--- src/sv/i2cm_pkg.sv ---
// Package with shared types and constants for the I2C master byte engine.
`timescale 1ns / 1ps
package i2cm_pkg;

  localparam int unsigned BYTE_W = 8;
  localparam int unsigned CFG_W  = 16;
  localparam logic [CFG_W-1:0] HALF_PERIOD_RST = 16'd100;

  typedef enum logic [1:0] {
    OP_START = 2'd0,
    OP_STOP  = 2'd1,
    OP_WRITE = 2'd2,
    OP_READ  = 2'd3
  } op_t;

  typedef struct packed {
    logic              cmd_valid;
    op_t               opcode;
    logic [BYTE_W-1:0] tx_byte;
    logic              send_ack;
    logic              sda_in;
  } item_t;

  typedef struct packed {
    logic              scl_level;
    logic              sda_level;
    logic              busy_res;
    logic              done_res;
    logic [BYTE_W-1:0] rx_byte;
    logic              ack_seen;
  } result_t;

endpackage

--- src/sv/i2cm_fifo.sv ---
// Small item queue used between the front, the engine and the result port.
`timescale 1ns / 1ps
module i2cm_fifo #(
  parameter int unsigned WIDTH = 8,
  parameter int unsigned DEPTH = 2
) (
  input  logic             clk,
  input  logic             rst_n,
  input  logic             wr_en,
  input  logic [WIDTH-1:0] wr_data,
  output logic             full,
  input  logic             rd_en,
  output logic [WIDTH-1:0] rd_data,
  output logic             empty
);

  localparam int unsigned PTR_W = (DEPTH > 1) ? $clog2(DEPTH) : 1;
  localparam int unsigned CNT_W = $clog2(DEPTH + 1);

  logic [WIDTH-1:0] mem [DEPTH];
  logic [PTR_W-1:0] wr_ptr_r, rd_ptr_r;
  logic [CNT_W-1:0] count_r;
  logic             do_wr, do_rd;

  assign full    = (count_r == CNT_W'(DEPTH));
  assign empty   = (count_r == '0);
  assign do_wr   = wr_en && !full;
  assign do_rd   = rd_en && !empty;
  assign rd_data = mem[rd_ptr_r];

  function automatic logic [PTR_W-1:0] ptr_inc(input logic [PTR_W-1:0] p);
    if (p == PTR_W'(DEPTH - 1)) begin
      return '0;
    end
    return p + PTR_W'(1);
  endfunction

  always_ff @(posedge clk) begin
    if (do_wr) begin
      mem[wr_ptr_r] <= wr_data;
    end
  end

  always_ff @(posedge clk) begin
    if (!rst_n) begin
      wr_ptr_r <= '0;
      rd_ptr_r <= '0;
      count_r  <= '0;
    end else begin
      if (do_wr) begin
        wr_ptr_r <= ptr_inc(wr_ptr_r);
      end
      if (do_rd) begin
        rd_ptr_r <= ptr_inc(rd_ptr_r);
      end
      unique case ({do_wr, do_rd})
        2'b10:   count_r <= count_r + CNT_W'(1);
        2'b01:   count_r <= count_r - CNT_W'(1);
        default: count_r <= count_r;
      endcase
    end
  end

endmodule

--- src/sv/i2cm_engine.sv ---
// Bus sequencer: advances the START/STOP/WRITE/READ state machine one item per step.
`timescale 1ns / 1ps
module i2cm_engine
  import i2cm_pkg::*;
#(
  parameter int unsigned DELAY_BITS = 16
) (
  input  logic             clk,
  input  logic             rst_n,
  input  logic             step,
  input  item_t            item,
  input  logic [CFG_W-1:0] half_period,
  output result_t          result
);

  typedef enum logic [3:0] {
    PH_IDLE = 4'd0,
    PH_1    = 4'd1,
    PH_2    = 4'd2,
    PH_3    = 4'd3,
    PH_4    = 4'd4,
    PH_5    = 4'd5
  } phase_t;

  op_t                   op_r, op_nxt;
  phase_t                phase_r, phase_nxt;
  logic [3:0]            bit_cnt_r, bit_cnt_nxt;
  logic [BYTE_W-1:0]     shift_r, shift_nxt;
  logic [DELAY_BITS-1:0] dly_r, dly_nxt;
  logic                  scl_r, scl_nxt;
  logic                  sda_r, sda_nxt;
  logic                  ack_r, ack_nxt;
  logic                  ack_choice_r, ack_choice_nxt;
  logic [BYTE_W-1:0]     rx_r, rx_nxt;
  logic                  done_nxt;
  logic [DELAY_BITS-1:0] dly_masked, dly_load;

  assign dly_masked = DELAY_BITS'(half_period);
  assign dly_load   = (dly_masked == '0) ? DELAY_BITS'(1) : dly_masked;

  always_comb begin
    op_nxt         = op_r;
    phase_nxt      = phase_r;
    bit_cnt_nxt    = bit_cnt_r;
    shift_nxt      = shift_r;
    dly_nxt        = dly_r;
    scl_nxt        = scl_r;
    sda_nxt        = sda_r;
    ack_nxt        = ack_r;
    ack_choice_nxt = ack_choice_r;
    rx_nxt         = rx_r;
    done_nxt       = 1'b0;
    if (phase_r == PH_IDLE) begin
      if (item.cmd_valid) begin
        op_nxt      = item.opcode;
        bit_cnt_nxt = '0;
        phase_nxt   = PH_1;
        dly_nxt     = dly_load;
        unique case (item.opcode)
          OP_START: sda_nxt = 1'b1;
          OP_STOP:  sda_nxt = 1'b0;
          OP_WRITE: begin
            shift_nxt = item.tx_byte;
            sda_nxt   = item.tx_byte[BYTE_W-1];
          end
          OP_READ: begin
            ack_choice_nxt = item.send_ack;
            sda_nxt        = 1'b1;
          end
          default: sda_nxt = sda_r;
        endcase
      end
    end else if (dly_r > DELAY_BITS'(1)) begin
      dly_nxt = dly_r - DELAY_BITS'(1);
    end else begin
      dly_nxt = dly_load;
      unique case (op_r)
        OP_START: begin
          priority case (phase_r)
            PH_1: begin
              scl_nxt   = 1'b1;
              phase_nxt = PH_2;
            end
            PH_2: begin
              if (!item.sda_in) begin
                scl_nxt   = 1'b0;
                phase_nxt = PH_3;
              end else begin
                sda_nxt   = 1'b0;
                phase_nxt = PH_4;
              end
            end
            PH_3: begin
              scl_nxt   = 1'b1;
              phase_nxt = PH_2;
            end
            PH_4: begin
              scl_nxt   = 1'b0;
              phase_nxt = PH_5;
            end
            default: begin
              phase_nxt = PH_IDLE;
              done_nxt  = 1'b1;
            end
          endcase
        end
        OP_STOP: begin
          priority case (phase_r)
            PH_1: begin
              scl_nxt   = 1'b1;
              phase_nxt = PH_2;
            end
            PH_2: begin
              sda_nxt   = 1'b1;
              phase_nxt = PH_3;
            end
            default: begin
              phase_nxt = PH_IDLE;
              done_nxt  = 1'b1;
            end
          endcase
        end
        OP_WRITE: begin
          priority case (phase_r)
            PH_1: begin
              scl_nxt   = 1'b1;
              phase_nxt = PH_2;
            end
            PH_2: begin
              scl_nxt     = 1'b0;
              shift_nxt   = {shift_r[BYTE_W-2:0], 1'b0};
              bit_cnt_nxt = bit_cnt_r + 4'd1;
              if (bit_cnt_nxt < 4'(BYTE_W)) begin
                sda_nxt   = shift_nxt[BYTE_W-1];
                phase_nxt = PH_1;
              end else begin
                phase_nxt = PH_3;
              end
            end
            PH_3: begin
              sda_nxt   = 1'b1;
              scl_nxt   = 1'b1;
              phase_nxt = PH_4;
            end
            default: begin
              ack_nxt   = !item.sda_in;
              scl_nxt   = 1'b0;
              sda_nxt   = 1'b0;
              phase_nxt = PH_IDLE;
              done_nxt  = 1'b1;
            end
          endcase
        end
        default: begin
          priority case (phase_r)
            PH_1: begin
              scl_nxt   = 1'b1;
              phase_nxt = PH_2;
            end
            PH_2: begin
              shift_nxt   = {shift_r[BYTE_W-2:0], item.sda_in};
              scl_nxt     = 1'b0;
              bit_cnt_nxt = bit_cnt_r + 4'd1;
              if (bit_cnt_nxt < 4'(BYTE_W)) begin
                phase_nxt = PH_1;
              end else begin
                if (ack_choice_r) begin
                  sda_nxt = 1'b0;
                end
                phase_nxt = PH_3;
              end
            end
            PH_3: begin
              scl_nxt   = 1'b1;
              phase_nxt = PH_4;
            end
            default: begin
              scl_nxt   = 1'b0;
              sda_nxt   = 1'b1;
              rx_nxt    = shift_r;
              phase_nxt = PH_IDLE;
              done_nxt  = 1'b1;
            end
          endcase
        end
      endcase
    end
  end

  assign result.scl_level = scl_nxt;
  assign result.sda_level = sda_nxt;
  assign result.busy_res  = (phase_nxt != PH_IDLE);
  assign result.done_res  = done_nxt;
  assign result.rx_byte   = rx_nxt;
  assign result.ack_seen  = ack_nxt;

  always_ff @(posedge clk) begin
    if (!rst_n) begin
      op_r         <= OP_START;
      phase_r      <= PH_IDLE;
      bit_cnt_r    <= '0;
      shift_r      <= '0;
      dly_r        <= '0;
      scl_r        <= 1'b1;
      sda_r        <= 1'b1;
      ack_r        <= 1'b0;
      ack_choice_r <= 1'b0;
      rx_r         <= '0;
    end else if (step) begin
      op_r         <= op_nxt;
      phase_r      <= phase_nxt;
      bit_cnt_r    <= bit_cnt_nxt;
      shift_r      <= shift_nxt;
      dly_r        <= dly_nxt;
      scl_r        <= scl_nxt;
      sda_r        <= sda_nxt;
      ack_r        <= ack_nxt;
      ack_choice_r <= ack_choice_nxt;
      rx_r         <= rx_nxt;
    end
  end

endmodule

--- src/sv/i2c_master_byte_engine.sv ---
// I2C master byte engine top level: item queue, bus sequencer and result queue.
// Path: a pushed item is registered in the item queue, and its result in the result queue, before it can be popped.
// Throughput: one item per cycle while the result queue has room; the sequencer steps once per item.
// Each item yields exactly one result item.
// Reset (rst_n low, synchronous) empties both queues, idles the sequencer with
// SCL/SDA released, and sets the half-period register to 100.
`timescale 1ns / 1ps
module i2c_master_byte_engine
  import i2cm_pkg::*;
#(
  parameter int unsigned DELAY_BITS = 16
) (
  input  logic              clk,
  input  logic              rst_n,
  input  logic              push,
  output logic              full,
  input  logic              in_cmd_valid,
  input  logic [1:0]        in_opcode,
  input  logic [BYTE_W-1:0] in_tx_byte,
  input  logic              in_send_ack,
  input  logic              in_sda_in,
  output logic              empty,
  input  logic              pop,
  output logic              out_scl_level,
  output logic              out_sda_level,
  output logic              out_busy_res,
  output logic              out_done_res,
  output logic [BYTE_W-1:0] out_rx_byte,
  output logic              out_ack_seen,
  input  logic              cfg_valid,
  output logic              cfg_ready,
  input  logic [CFG_W-1:0]  cfg_data
);

  logic [CFG_W-1:0] half_period_r;
  item_t            in_item, q_item;
  result_t          eng_res, out_res;
  logic             q_empty, res_full, step;

  assign cfg_ready = 1'b1;

  always_ff @(posedge clk) begin
    if (!rst_n) begin
      half_period_r <= HALF_PERIOD_RST;
    end else if (cfg_valid && cfg_ready) begin
      half_period_r <= cfg_data;
    end
  end

  // front: pack and type the incoming item
  always_comb begin
    in_item.cmd_valid = in_cmd_valid;
    in_item.opcode    = op_t'(in_opcode);
    in_item.tx_byte   = in_tx_byte;
    in_item.send_ack  = in_send_ack;
    in_item.sda_in    = in_sda_in;
  end

  i2cm_fifo #(
    .WIDTH($bits(item_t)),
    .DEPTH(2)
  ) u_in_q (
    .clk    (clk),
    .rst_n  (rst_n),
    .wr_en  (push),
    .wr_data(in_item),
    .full   (full),
    .rd_en  (step),
    .rd_data(q_item),
    .empty  (q_empty)
  );

  assign step = !q_empty && !res_full;

  i2cm_engine #(
    .DELAY_BITS(DELAY_BITS)
  ) u_engine (
    .clk        (clk),
    .rst_n      (rst_n),
    .step       (step),
    .item       (q_item),
    .half_period(half_period_r),
    .result     (eng_res)
  );

  i2cm_fifo #(
    .WIDTH($bits(result_t)),
    .DEPTH(2)
  ) u_out_q (
    .clk    (clk),
    .rst_n  (rst_n),
    .wr_en  (step),
    .wr_data(eng_res),
    .full   (res_full),
    .rd_en  (pop),
    .rd_data(out_res),
    .empty  (empty)
  );

  assign out_scl_level = out_res.scl_level;
  assign out_sda_level = out_res.sda_level;
  assign out_busy_res  = out_res.busy_res;
  assign out_done_res  = out_res.done_res;
  assign out_rx_byte   = out_res.rx_byte;
  assign out_ack_seen  = out_res.ack_seen;

endmodule

--- config.mk ---
export PLATFORM = sky130hd
export DESIGN_NAME = i2c_master_byte_engine
export DESIGN_NICKNAME = d
export VERILOG_FILES = /design/src/sv/i2cm_pkg.sv /design/src/sv/i2cm_fifo.sv /design/src/sv/i2cm_engine.sv /design/src/sv/i2c_master_byte_engine.sv
export SDC_FILE = /design/constraint.sdc
export NUM_CORES = 1
export LEC_CHECK = 0
export BUFFER_PORTS_ARGS = -buffer_cell sky130_fd_sc_hd__buf_2
export CORE_AREA = 2 2 110 101
export CTS_BUF_LIST = sky130_fd_sc_hd__clkbuf_16
export DETAILED_ROUTE_END_ITERATION = 6
export DIE_AREA = 0 0 112 103
export GPL_TIMING_DRIVEN = 0
export PLACE_DENSITY = 0.86
export SLEW_MARGIN = 30
export SYNTH_ARGS = -nofsm -noshare
export SYNTH_HDL_FRONTEND = slang
export SYNTH_SLANG_ARGS = --single-unit
--- constraint.sdc ---
create_clock -name clk -period 3.44 [get_ports clk]
set_clock_uncertainty 0.1 [all_clocks]
set_input_delay 0.344 -clock clk [delete_from_list [all_inputs] [get_ports clk]]
set_output_delay 0.344 -clock clk [all_outputs]
set_load 0.02 [all_outputs]
After elaboration in Yosys (flattened, before gate mapping)
Memory sizes are Yosys's and may differ from the RTL's. A register that Yosys moved wholly into a read port is not among the register bits.
Cells that the tools add are included.
- word-level logic and storage cells: 171
- memories kept: 2
- latch bits: 0
- output and inout port bits: 16
- memory bits (read-only): 0
- input bits: 34
- bits in writable memories: 52
- register bits after elaboration: 70
- memories (memory ; words ; bits a word ; read ports ; clocked after memory_dff ; wr ports ; line ; text):
    u_in_q.mem ; 2 ; 13 ; 1 ; 1 ; 1 ; i2cm_fifo.sv:20 ; logic [WIDTH-1:0] mem [DEPTH];
    u_out_q.mem ; 2 ; 13 ; 1 ; 1 ; 1 ; i2cm_fifo.sv:20 ;
- equal/unequal tests: 19
- reduce and logical (&&, ||, !) cells: 32
- shifts and indexed selects: 0
- $lt $le $gt $ge: 2
- $mul: 0
- add/sub/neg operators: 10
- divide/modulo/power cells: 0
- muxes and demuxes: 89
- bitwise logic cells: 0
- operator list (kind ; number):
    2-to-1 mux 8 bit ; 10
    2-to-1 mux 16 bit ; 4
    2-to-1 mux 1 bit ; 51
    2-to-1 mux 4 bit ; 8
    case mux 4 bit (3 select lines) ; 2
    > comparator 16 x 1 -> 1 bit (second input constant) ; 1
    logical NOT 16 bit ; 1
    case mux 8 bit (2 select lines) ; 1
    subtractor 16 x 1 -> 16 bit (second input constant) ; 1
    equality test 2 bit (second input constant) ; 7
    case mux 1 bit (3 select lines) ; 4
    case mux 2 bit (2 select lines) ; 3
    equality test 2 x 1 -> 1 bit (second input constant) ; 4
    equality test 4 x 2 -> 1 bit (second input constant) ; 2
    logical NOT 2 bit ; 4
    case mux 4 bit (2 select lines) ; 1
    OR reduction 2 bit ; 4
    case mux 1 bit (2 select lines) ; 3
    AND reduction 6 bit ; 1
    nonzero test 2 bit ; 3
    OR reduction 3 bit ; 2
    logical AND 1 bit ; 5
    logical NOT 1 bit ; 5
    AND reduction 5 bit ; 1
    17 further kinds ; 24

Longest topological paths before layout
- word-level depth: 9
- gate-level depth with buffers: 10

By module
Synthesis repeated with hierarchy kept, for this count alone.
- cells, all modules: 569
- area, all modules: 5843.1 um2
- by module, submodules not included (module ; instances ; area each (um2) ; cells an instance):
    i2cm_engine ; 1 ; 2882.8 ; 383
    i2cm_fifo ; 2 ; 1168.6 ; 66
    i2c_master_byte_engine ; 1 ; 623.1 ; 54

Worst setup path after synthesis
OpenSTA, ideal clock, no wires.
- kind: register -> register
- start point: register u_engine.dly_r[2]
- end point: register u_engine.rx_r[7]
- cell stages (with the launch flop): 9
- arrival: 2.582 ns
- slack: 0.630 ns
- path buffers: 2
- path through: dfxtp_1 -> or4_1 -> or4_4 -> or4_1 -> buf_4 -> or2_1 -> buf_6 -> mux2i_1 -> nor2_1
- word-level cells in the longest chain between the ends: 3
- ends and longest elaborated chain (item ; line ; text):
    start: declaration ; i2cm_engine.sv:29 ; logic [DELAY_BITS-1:0] dly_r, dly_nxt;
    start signal: assignment ; i2cm_engine.sv:214 ; dly_r <= dly_nxt;
    > comparator 16 x 1 -> 1 bit ; i2cm_engine.sv:73 ; end else if (dly_r > DELAY_BITS'(1)) begin
    2-to-1 mux 8 bit ; i2cm_engine.sv:73 ;
    2-to-1 mux 8 bit ; i2cm_engine.sv:53 ; if (phase_r == PH_IDLE) begin
    end signal: assignment ; i2cm_engine.sv:219 ; rx_r <= rx_nxt;
    end: declaration ; i2cm_engine.sv:34 ; logic [BYTE_W-1:0] rx_r, rx_nxt;
No other way between the ends.
A chain may end at the register's enable or synchronous reset.

Worst setup path after layout
- start point: register u_engine.dly_r[2]
- end point: register u_engine.dly_r[8]
- word-level cells in the longest chain between the ends: 3
- elaborated cells between the ends (all ways): 4
- those cells by class: add/sub: 1; order compare: 1; mux: 2
- ends and longest elaborated chain (item ; line):
    subtractor 16 x 1 -> 16 bit / > comparator 16 x 1 -> 1 bit (equally long branches) ; i2cm_engine.sv:74, i2cm_engine.sv:73
    2-to-1 mux 16 bit (*) ; i2cm_engine.sv:73
    2-to-1 mux 16 bit (*) ; i2cm_engine.sv:53
Mark *: on every way between the ends. The rest lies on a longest branch, timed or not.

==> impl_results.md <==
- H-tree depth: 4
- Worst Setup Path Type: reg -> reg
- First-pass GRT wire length: 21.0 mm
- Crit. End Element: register
- Dpl hpwl: 9.05 mm
- Chip Height: approximately 100 um
- Cell Area, Synth: ~5600 um^2
- First-pass DRT Iterations: 5
- CP Data Required Time: roughly 3.6 ns
- Worst hold endpoint: u_in_q.mem[0][1]
- HP Class: in -> reg
- Routing usage on met1: 0.306
- R2R Setup Slk: 0.24 ns
- Via count of the routed design: 4548
- Global-route usage over all layers: 0.234
- Port Buf Inserts: 47
- TritonCTS Buffers: 17
- Slew HR: 0.457
- Fmax: 312 MHz
- Starting DRC count in detailed routing: 546
- ANT nets after route: 0
- Drt wl/cell: 17.4 um
- Initial Util: 0.534
- Worst-margin pin slew: a little over 0.8 ns
- Data arrival, critical path: 3.38 ns
- Ports: 50
- CP Launch Type: register
- Post-Syn Nets: slightly below 600
- Row count: 36
- Most common cell after layout, fill and taps aside: nor2_1
- Max_cap viols: 0
- Worst Hold Depth: 1
- Leak pwr: approximately 0.0025 uW
- VDD IR max: 0.443 mV
- Sw Ratio: 0.380
- Full die area: 11500 um^2
- Commonest non-fill, non-tap cells in the layout: 73 x nor2_1, 72 x dfxtp_1, 52 x edfxtp_1, 47 x buf_2, 42 x mux2i_1
- Final nets: 658
- Clk pwr share: 0.299
- Core Footprint: 10500 um^2
- Final worst path period share: 0.931
- HP Start: in_send_ack
- Layout cells sized above 1: 0.176
- CP Launch Point: u_engine.dly_r[2]
- Seq pwr share: 0.331
- Synth top area share: 0.277
- Crit-path cells: or4_1 -> or4_4 -> o21ai_1 -> clkbuf_1 -> a21oi_1 -> o21ai_0 -> o22ai_1
- Critical Path Fanout Max: 10
- Postcts setup bufs: 0
- Grt ovf: 0
- Psw: 2380 uW
- Final setup fails: 0
- Post-synth ARST share: 0
- Top cells by area, synth: edfxtp_1 28%, dfxtp_1 26%, mux2i_1 7.5%
- CP max-delay cell: o21ai_1
- CTS root buf: clkbuf_16
- Largest net degree at the start of global routing: 17
- Dpl ws: 0.158 ns
- Met2 GRT Util: 0.375
- Layer carrying the most global-route usage: met2
- DRC violations left: 0
- Setup TNS: 0 ns
- RSZ-0062 raised after global routing: no
- Main synth FF type: dfxtp_1
- R2R cell count: 7
- FF-to-FF End: u_engine.dly_r[8]
- Seq/Total Area, Yosys: 0.534
- Worst-path clk slew: 0.06 ns
- Status: complete, no violations
- FF-to-FF Start: u_engine.dly_r[2]
- Seq cells post-synth: approximately 120
- CTS Sinks: around 120
- CTS tree: built
- Power density cells: 939 nW/um^2
- Library cells used by synthesis: 55
- Area Growth Syn to Fin: 18.6%
- Via density: between 5 and 6
- Post-Syn Area per Cell: 10.2 um^2
- GR Util met3: 0.0670
- Number of hold violations in the final report: 0
- Synth Instances: 550
- # diodes: 0
- CTS max path bufs: 2
- WL final: ~13 mm
- GP Congestion: 0.930
- Worst-Skew Late Latency: 0.42 ns
- Comb pwr share: 0.369
- Post-CTS Hold Buffers: 0
- Min cycle time layout: between 3 and 4 ns
- Resized cells post-CTS: 0
- Yosys warning count: 0
- Vias in the first global route: around 4200
- Final worst slack: approximately 0.24 ns
- Slew Limit Fails: 0
- Number of synthesized flops with an enable pin: 52
- Internal Power: 3890 uW
- Critical path's largest stage delay: 0.63 ns
- Initial antenna violation count: 0
- Dominant cell type by area after synthesis: edfxtp_1
- Die Width: roughly 110 um
- Filler instances: 852
## critical path, delay by kind of cell, from the launching register on
family	cells	cell delay (ns)
and+or+nand+nor	2	1.12
DFF	1	0.37
AOI/OAI and AO/OA	4	1.05
buffers and inverters	1	0.42
## per-stage QoR
step	cells	power, uW	hold WS, ns	utilization	instance area, um^2
CTS	762	6200	0.00352	0.632	6670
global route	762	6580	0.00300	0.633	6670
floorplan	550	3700	0.332	-	5630
global placement	730	4220	0.341	0.572	6030
finish	762	6260	0.0140	0.633	6670
detailed placement	730	4320	0.361	0.573	6040
## layout make-up
class | instances | area, um^2 | share of cell area
plain buffers | 31 | 131 | 0.0197
clock buffers | 17 | 425 | 0.0638
clock inverters | 15 | 200 | 0.0300
inverters | 10 | 37.5 | 0.00563
multi-input cells | 385 | 2470 | 0.371
flip-flops and latches | 124 | 3000 | 0.450
well taps | 133 | 166 | 0.0249
repair buffers | 47 | 235 | 0.0353
## cells by family after synthesis
family                   after synthesis  share of synthesized area
buffers and inverters                 41                     0.0300
multiplexers                          67                      0.125
AND/OR/NAND/NOR                      194                      0.162
AO/OA/AOI/OAI                        101                      0.109
flip-flops                           124                      0.534
other                                  1                   0.000666
XOR/XNOR                              14                     0.0218
adder cells (fa/ha/maj)                8                     0.0178
## metal layers
| layer | wire length, um | vias to the layer above |
|---|---|---|
| met5 | 0 | - |
| li1 | - | 2140 |
| met2 | 6220 | 222 |
| met1 | 5730 | 2162 |
| met4 | 217 | 0 |
| met3 | 1110 | 24 |
## synth_stat cells, types with 2 or more instances
| master | number |
|---|---|
| nand2b_1 | 10 |
| or4_1 | 3 |
| mux2i_1 | 42 |
| buf_1 | 4 |
| nor2b_1 | 3 |
| o21ai_1 | 2 |
| nor4_1 | 11 |
| mux2_1 | 3 |
| a22oi_1 | 4 |
| a211oi_1 | 5 |
| a221oi_1 | 3 |
| o31ai_1 | 2 |
| a31oi_1 | 2 |
| ha_1 | 8 |
| o21ai_0 | 32 |
| nand2_1 | 36 |
| nor2_1 | 75 |
| xnor2_1 | 7 |
| nor3_1 | 14 |
| xor2_1 | 7 |
| or3_1 | 4 |
| and2_1 | 7 |
| o2111ai_1 | 2 |
| mux2_2 | 22 |
| dfxtp_1 | 72 |
| a311oi_1 | 2 |
| edfxtp_1 | 52 |
| nand3_1 | 16 |
| a21oi_1 | 30 |
| nand4_1 | 6 |
| o22ai_1 | 4 |
| buf_4 | 2 |
| clkbuf_1 | 24 |
| o211ai_1 | 3 |
| and3_1 | 3 |
| inv_1 | 9 |
## registers in the layout, indices dropped and copies added, names as in the netlist, 2 cells and up, named ones only
register            flops
half_period_r          16
u_engine.bit_cnt_r      4
u_engine.dly_r         16
u_engine.op_r           2
u_engine.phase_r        4
u_engine.rx_r           8
u_engine.shift_r        8
u_in_q.count_r          2
u_in_q.mem             26
u_out_q.count_r         2
u_out_q.mem            26
## power groups by stage
stage / registers (uW) / logic (uW) / clock network (uW)
floorplan: 2040 / 1660 / 0
global placement: 2080 / 2140 / 0
detailed placement: 2100 / 2220 / 0
CTS: 2070 / 2250 / 1880
global route: 2110 / 2520 / 1950
finish: 2080 / 2310 / 1870
## worst max path at each step
stage,end,slack [ns],cells after the start
final,u_engine.dly_r[8],0.24,7
after global placement,u_engine.dly_r[11],0.33,7
after CTS,u_engine.dly_r[8],0.11,7
after global routing,u_engine.dly_r[8],0.06,7
after detailed placement,u_engine.dly_r[8],0.16,7
after floorplan,u_engine.rx_r[7],0.63,8
Note: power is estimated with default switching activity, not from simulation.
